## config.mk

```make
export PLATFORM = sky130hd
export DESIGN_NAME = sbsg_ctrl
export DESIGN_NICKNAME = d
export VERILOG_FILES = /design/src/hw/rtl/sbsg_pkg.sv /design/src/hw/rtl/sbsg_ctrl.sv
export SDC_FILE = /design/constraint.sdc
export NUM_CORES = 1
export LEC_CHECK = 0
export BUFFER_PORTS_ARGS = -buffer_cell sky130_fd_sc_hd__buf_2
export CAP_MARGIN = 5
export CORE_ASPECT_RATIO = 0.9
export CORE_MARGIN = 3
export CORE_UTILIZATION = 50
export CTS_CLUSTER_SIZE = 10
export DETAILED_ROUTE_END_ITERATION = 12
export MAX_ROUTING_LAYER = met4
export PLACE_DENSITY = 0.73
export SETUP_SLACK_MARGIN = 0.05
export SLEW_MARGIN = 20
export SYNTH_ARGS = -nofsm -noshare
export SYNTH_HDL_FRONTEND = slang
export SYNTH_SLANG_ARGS = --single-unit
```

## constraint.sdc

```tcl
create_clock -name clk -period 2 [get_ports clk]
set_clock_uncertainty 0.05 [all_clocks]
set_input_delay 0.5 -clock clk [delete_from_list [all_inputs] [get_ports clk]]
set_output_delay 0.5 -clock clk [all_outputs]
set_load 0.01 [all_outputs]
```

## src/hw/rtl/sbsg_pkg.sv

```systemverilog
// Shared types, constants and command codes of the shuffle bag series generator
package sbsg_pkg;

    localparam int VALUE_W   = 16;
    localparam int MAX_ITEMS = 256;
    localparam int ADDR_W    = $clog2(MAX_ITEMS);
    localparam int CNT_W     = $clog2(MAX_ITEMS + 1);
    localparam int CFG_W     = 16;
    localparam int RNG_W     = 16;
    localparam int FRAC_W    = 8;
    localparam int IDX_W     = 2;

    localparam logic [FRAC_W-1:0] FRAC_MAX = 8'd128;
    localparam logic [RNG_W-1:0]  RNG_TAPS = 16'hB400;

    // Configuration register indexes
    localparam logic [IDX_W-1:0] REG_LOWER = 2'd0;
    localparam logic [IDX_W-1:0] REG_UPPER = 2'd1;
    localparam logic [IDX_W-1:0] REG_FRAC  = 2'd2;
    localparam logic [IDX_W-1:0] REG_SEED  = 2'd3;

    typedef enum logic [1:0] {
        OP_NEXT    = 2'd0,
        OP_TOGGLE  = 2'd1,
        OP_RESTART = 2'd2,
        OP_IGNORE  = 2'd3
    } op_t;

    typedef enum logic [1:0] {
        ST_VALUE   = 2'd0,
        ST_EMPTY   = 2'd1,
        ST_REBUILT = 2'd2,
        ST_FULL    = 2'd3
    } st_t;

    typedef struct packed {
        op_t                       operation;
        logic signed [VALUE_W-1:0] value_in;
    } in_req_t;

    typedef struct packed {
        logic signed [VALUE_W-1:0] value_out;
        st_t                       status;
        logic [CNT_W-1:0]          active_count;
    } out_rsp_t;

    // Datapath micro-operations
    typedef enum logic [4:0] {
        CMD_NONE,
        CMD_CAPTURE,
        CMD_FILL_INIT,
        CMD_FILL,
        CMD_BUILD_INIT,
        CMD_BUILD,
        CMD_BUILD_END,
        CMD_SH_SET_FULL,
        CMD_SH_SET_A,
        CMD_SH_SET_B,
        CMD_SH_DRAW,
        CMD_SH_READ,
        CMD_SH_W1,
        CMD_SH_W2,
        CMD_RESET_POS,
        CMD_RD_NEXT,
        CMD_SRCH_INIT,
        CMD_SRCH,
        CMD_MUTE_FLIP,
        CMD_INS_INIT,
        CMD_INS_MOVE,
        CMD_INS_PUT,
        CMD_OUT
    } cmd_t;

    typedef struct packed {
        cmd_t cmd;
        st_t  status;
    } ctrl_cmd_t;

    typedef struct packed {
        op_t  op;
        logic cfg_restart;
        logic idx_last;
        logic srch_go;
        logic found;
        logic full;
        logic ins_more;
        logic sh_more;
        logic empty;
        logic exhausted;
        logic keep_nz;
        logic out_busy;
    } dp_status_t;

endpackage

```

## src/hw/rtl/sbsg_ctrl.sv

```systemverilog
// Control state machine of the shuffle bag series generator
module sbsg_ctrl (
    input  logic                   clk,
    input  logic                   rst_n,
    input  logic                   in_valid,
    output logic                   in_ready,
    input  sbsg_pkg::dp_status_t   sts,
    output sbsg_pkg::ctrl_cmd_t    ctl
);

    typedef enum logic [3:0] {
        S_IDLE,
        S_DISPATCH,
        S_FILL,
        S_BUILD_INIT,
        S_BUILD,
        S_BUILD_END,
        S_SH_FULL,
        S_SH_CHECK,
        S_SH_READ,
        S_SH_W1,
        S_SH_W2,
        S_READ,
        S_RESULT,
        S_SRCH,
        S_TOGGLE,
        S_INS
    } state_t;

    typedef enum logic [1:0] {
        PH_FULL,
        PH_A,
        PH_B
    } phase_t;

    state_t        state_reg, state_next;
    phase_t        phase_reg, phase_next;
    logic          pend_reg, pend_next;
    logic          result_reg, result_next;
    sbsg_pkg::st_t res_reg, res_next;
    logic          pend_clr;

    assign in_ready = (state_reg == S_IDLE) && !pend_reg;
    assign pend_next = (pend_reg && !pend_clr) || sts.cfg_restart;

    // Next state and command decode
    always_comb
    begin
        state_next  = state_reg;
        phase_next  = phase_reg;
        result_next = result_reg;
        res_next    = res_reg;
        pend_clr    = 1'b0;
        ctl.cmd     = sbsg_pkg::CMD_NONE;
        ctl.status  = res_reg;
        unique case (state_reg)
            S_IDLE:
            begin
                if (pend_reg)
                begin
                    ctl.cmd     = sbsg_pkg::CMD_FILL_INIT;
                    pend_clr    = 1'b1;
                    result_next = 1'b0;
                    state_next  = S_FILL;
                end
                else if (in_valid)
                begin
                    ctl.cmd    = sbsg_pkg::CMD_CAPTURE;
                    state_next = S_DISPATCH;
                end
            end
            S_DISPATCH:
            begin
                unique case (sts.op)
                    sbsg_pkg::OP_NEXT:
                    begin
                        if (sts.empty)
                        begin
                            res_next   = sbsg_pkg::ST_EMPTY;
                            state_next = S_RESULT;
                        end
                        else if (sts.exhausted)
                        begin
                            if (sts.keep_nz)
                            begin
                                ctl.cmd    = sbsg_pkg::CMD_SH_SET_A;
                                phase_next = PH_A;
                            end
                            else
                            begin
                                ctl.cmd    = sbsg_pkg::CMD_SH_SET_B;
                                phase_next = PH_B;
                            end
                            state_next = S_SH_CHECK;
                        end
                        else
                        begin
                            state_next = S_READ;
                        end
                    end
                    sbsg_pkg::OP_TOGGLE:
                    begin
                        ctl.cmd    = sbsg_pkg::CMD_SRCH_INIT;
                        state_next = S_SRCH;
                    end
                    sbsg_pkg::OP_RESTART:
                    begin
                        ctl.cmd     = sbsg_pkg::CMD_FILL_INIT;
                        result_next = 1'b1;
                        state_next  = S_FILL;
                    end
                    sbsg_pkg::OP_IGNORE:
                    begin
                        state_next = S_IDLE;
                    end
                    default:
                    begin
                        state_next = S_IDLE;
                    end
                endcase
            end
            S_FILL:
            begin
                ctl.cmd = sbsg_pkg::CMD_FILL;
                if (sts.idx_last)
                    state_next = S_BUILD_INIT;
            end
            S_BUILD_INIT:
            begin
                ctl.cmd    = sbsg_pkg::CMD_BUILD_INIT;
                state_next = S_BUILD;
            end
            S_BUILD:
            begin
                ctl.cmd = sbsg_pkg::CMD_BUILD;
                if (sts.idx_last)
                    state_next = S_BUILD_END;
            end
            S_BUILD_END:
            begin
                ctl.cmd    = sbsg_pkg::CMD_BUILD_END;
                state_next = S_SH_FULL;
            end
            S_SH_FULL:
            begin
                ctl.cmd    = sbsg_pkg::CMD_SH_SET_FULL;
                phase_next = PH_FULL;
                state_next = S_SH_CHECK;
            end
            S_SH_CHECK:
            begin
                if (sts.sh_more)
                begin
                    ctl.cmd    = sbsg_pkg::CMD_SH_DRAW;
                    state_next = S_SH_READ;
                end
                else
                begin
                    unique case (phase_reg)
                        PH_FULL:
                        begin
                            if (result_reg)
                            begin
                                res_next   = sbsg_pkg::ST_REBUILT;
                                state_next = S_RESULT;
                            end
                            else
                            begin
                                state_next = S_IDLE;
                            end
                        end
                        PH_A:
                        begin
                            ctl.cmd    = sbsg_pkg::CMD_SH_SET_B;
                            phase_next = PH_B;
                        end
                        PH_B:
                        begin
                            ctl.cmd    = sbsg_pkg::CMD_RESET_POS;
                            state_next = S_READ;
                        end
                        default:
                        begin
                            state_next = S_IDLE;
                        end
                    endcase
                end
            end
            S_SH_READ:
            begin
                ctl.cmd    = sbsg_pkg::CMD_SH_READ;
                state_next = S_SH_W1;
            end
            S_SH_W1:
            begin
                ctl.cmd    = sbsg_pkg::CMD_SH_W1;
                state_next = S_SH_W2;
            end
            S_SH_W2:
            begin
                ctl.cmd    = sbsg_pkg::CMD_SH_W2;
                state_next = S_SH_CHECK;
            end
            S_READ:
            begin
                ctl.cmd    = sbsg_pkg::CMD_RD_NEXT;
                res_next   = sbsg_pkg::ST_VALUE;
                state_next = S_RESULT;
            end
            S_RESULT:
            begin
                if (!sts.out_busy)
                begin
                    ctl.cmd    = sbsg_pkg::CMD_OUT;
                    state_next = S_IDLE;
                end
            end
            S_SRCH:
            begin
                ctl.cmd = sbsg_pkg::CMD_SRCH;
                if (!sts.srch_go)
                    state_next = S_TOGGLE;
            end
            S_TOGGLE:
            begin
                if (sts.found)
                begin
                    ctl.cmd     = sbsg_pkg::CMD_MUTE_FLIP;
                    result_next = 1'b1;
                    state_next  = S_BUILD_INIT;
                end
                else if (sts.full)
                begin
                    res_next   = sbsg_pkg::ST_FULL;
                    state_next = S_RESULT;
                end
                else
                begin
                    ctl.cmd    = sbsg_pkg::CMD_INS_INIT;
                    state_next = S_INS;
                end
            end
            S_INS:
            begin
                if (sts.ins_more)
                begin
                    ctl.cmd = sbsg_pkg::CMD_INS_MOVE;
                end
                else
                begin
                    ctl.cmd     = sbsg_pkg::CMD_INS_PUT;
                    result_next = 1'b1;
                    state_next  = S_BUILD_INIT;
                end
            end
            default:
            begin
                state_next = S_IDLE;
            end
        endcase
    end

    // State and control registers; a rebuild is pending out of reset
    always_ff @(posedge clk or negedge rst_n)
    begin
        if (!rst_n)
        begin
            state_reg  <= S_IDLE;
            phase_reg  <= PH_FULL;
            pend_reg   <= 1'b1;
            result_reg <= 1'b0;
            res_reg    <= sbsg_pkg::ST_VALUE;
        end
        else
        begin
            state_reg  <= state_next;
            phase_reg  <= phase_next;
            pend_reg   <= pend_next;
            result_reg <= result_next;
            res_reg    <= res_next;
        end
    end

endmodule

```

==> summary.txt <==
Run status
  – Status: finished with violations
  – Failing checks: setup timing

Synth
  – Post-synth EDFFs: 0
  – Post-synth top flop: dfrtp_1
  – Synth warn: 0
  – Distinct cells, synth: 49
  – Async SR Flop Fraction: 100%
  – Synth Net Count: 182
  – Sequential element share of the synthesized area: 20.5%
  – Average size of a mapped cell: 7.56 um2
  – Post-Syn Instances: 162
  – Mapped cell area: 1220 um2
  – Number of synthesized register bits: 10

Critical path
  – R2R cell count: 8
  – CP startpoint kind: register
  – Worst path arrival time: 1.74 ns
  – Cell count along the critical path: 6
  – CP endpoint kind: output pin
  – Crit-path cells: buf_6, a211oi_2, a21oi_1, o221a_2, nor2_1, buf_2
  – CP Data Required Time: 1.45 ns
  – Worst Path Max Fanout: 6
  – Crit path largest cell delay: 0.49 ns
  – WP buf/inv: 2
  – CP Class: register to output pin
  – Critical-path top delay cell: dfrtp_2
  – CP delay by family, top: compound AO/OA/AOI/OAI gates

Global routing
  – Tot GR Track Use: 30.8%
  – Largest net degree at the start of global routing: 13
  – Gr ovfl total: 0
  – Global-route wire length before repair: 6960 um
  – Antenna violations before repair: 0
  – Vias in the first global route: 1482

Final layout
  – Area growth from synthesis to layout: 57.3%
  – Fin util: 85.9%
  – Most common cell after layout, fill and taps aside: buf_4
  – Nets: 250
  – Share of layout cells above drive strength 1: 49.8%
  – Storage element area: 255 um2
  – Most frequent cells in the layout: buf_4, buf_2, nand2_1
  – Max reg flops: 4
  – Area of the multi-input gates: 997 um2
  – Ant. Diodes: 0
  – Fillers: 129
  – Fin area: 1930 um2

Timing
  – Period utilization: 115%
  – Worst Max-Slew Pin Slew: 0.465 ns
  – Rel. slew slack: 69.0%
  – Setup tns final: -1.26 ns
  – Final setup viols: 7
  – Fmax: 0.436 GHz
  – RSZ-0062 raised after global routing: true
  – Final Hold Fails: 0
  – Final setup margin: -0.293 ns
  – Final Max Slew Viols: 0
  – Tmin final: 2.29 ns

Die
  – Die ar.: 3080 um2
  – Core ar.: 2240 um2
  – Io pins: 24
  – Row count: 16
  – DIE WIDTH: 58.2 um
  – Die height: 53.0 um
  – Initial Util: 54.6%

CTS
  – Num CTS Buffers: 3
  – Clk slew on worst S/H paths: 0.07 ns
  – Clock root buffer: clkbuf_4
  – Skew-Pair Late Insertion Delay: 0.27 ns
  – H-tree depth: 1
  – CTS tree: yes
  – Sink Count: 10
  – # hold bufs at CTS: 0
  – Deepest clock path buffer count: 2

Place
  – Post-DP Area: 1580 um2
  – GP Congestion: 1.00
  – DP Worst Slack: -0.0951 ns
  – Post-detail-place hpwl: 3120 um
  – PortBufs: 23

Hold path
  – Tightest Hold Check Type: input port to asynchronous set/reset pin

Drt
  – DRC Markers: 0
  – Routed Antenna Nets: 0
  – Final WL: 5300 um
  – DR vias/cell: 6.68
  – Total number of vias: 1710
  – Wire per inst: 20.7 um
  – Pre-Repair DR Iteration Count: 6
  – DRT iter0 DRCs: 137

Job
  – Number of max-cap violations: 0

Power and ir drop
  – VDD IR max: 1130 uV
  – Power Density: 1730 nW/um2
  – Pleak: 0.882 nW
## where the power goes
part	internal [mW]	total [mW]	leakage (nW)	switching (mW)
logic	1.33	2.73	0.746	1.40
clock network	0.111	0.187	0.0210	0.0765
registers	0.302	0.415	0.115	0.113
total	1.75	3.33	0.882	1.59
## worst reg2reg max path: stages, from the launching register on
cell and delay [ns]:
dfrtp_2 0.49, buf_6 0.15, buf_6 0.12, buf_6 0.12, xnor2_4 0.14, nor4_4 0.06, a211oi_4 0.27, o21a_4 0.18
mux2_4 0.30
## worst paths after layout
path	start	slack (ns)	end
min reg2reg	res_reg[1]	0.47	res_reg[1]
max	state_reg[1]	-0.29	ctl[3]
max reg2reg	state_reg[1]	-0.01	state_reg[2]
min in group clk	sts[10]	0.44	pend_reg
max in group asynchronous	rst_n	1.62	pend_reg
min	rst_n	0.03	state_reg[3]
## cell families (layout without fill, tap and decap cells)
kind of cell / count (synthesis) / in the layout / share of synthesized area, %
mux: 5 / 5 / 4.60
simple gates: 57 / 57 / 25.4
flops: 10 / 10 / 20.5
xor+xnor: 1 / 1 / 0.715
fa+ha+maj: 5 / 5 / 4.90
buf+inv: 22 / 89 / 9.60
compound gates: 62 / 62 / 34.2
## timing repair
| item | in CTS | in global routing |
|---|---|---|
| resized for setup | 14 | 32 |
| gates cloned | 0 | 0 |
| pin swaps | 4 | 14 |
| buffers inserted | 8 | 9 |
| endpoints found under the setup margin | 8 | 9 |
## metal layers
layer | vias to the layer above | wire length (um) | track usage (%)
met1 | 776 | 1940 | 36.0
met2 | 159 | 2420 | 48.5
li1 | 726 | - | -
met4 | 0 | 388 | 18.5
met5 | - | 0 | -
met3 | 49 | 549 | 6.83
## cell usage after synthesis (5+ instances only)
| library cell | instances | area, um2 |
|---|---|---|
| nand2_1 | 17 | 63.8 |
| a21oi_1 | 15 | 75.1 |
| o21ai_0 | 15 | 75.1 |
| nor2_1 | 10 | 37.5 |
| dfrtp_1 | 9 | 225 |
| inv_1 | 9 | 33.8 |
| nand2b_1 | 6 | 37.5 |
| nor2b_1 | 5 | 31.3 |
## metrics by stage
| stage | std cells | hold WS (ns) | power, mW |
|---|---|---|---|
| final | 256 | 0.0264 | 3.33 |
| after global routing | 256 | 0.0311 | 3.52 |
| after CTS | 248 | 0.0287 | 2.74 |
| after detailed placement | 236 | 0.316 | 2.35 |
| after global placement | 236 | 0.310 | 2.31 |
| after floorplan | 162 | 0.154 | 1.61 |
## final cells by class
class                      instances  share of cell area [%]
multi-input combinational        130                    51.8
timing repair buffer              74                    29.0
sequential                        10                    13.2
inverter                          11                    2.34
clock buffer                       4                    1.88
tap                               27                    1.75
Note: power is estimated with default switching activity, not from simulation.
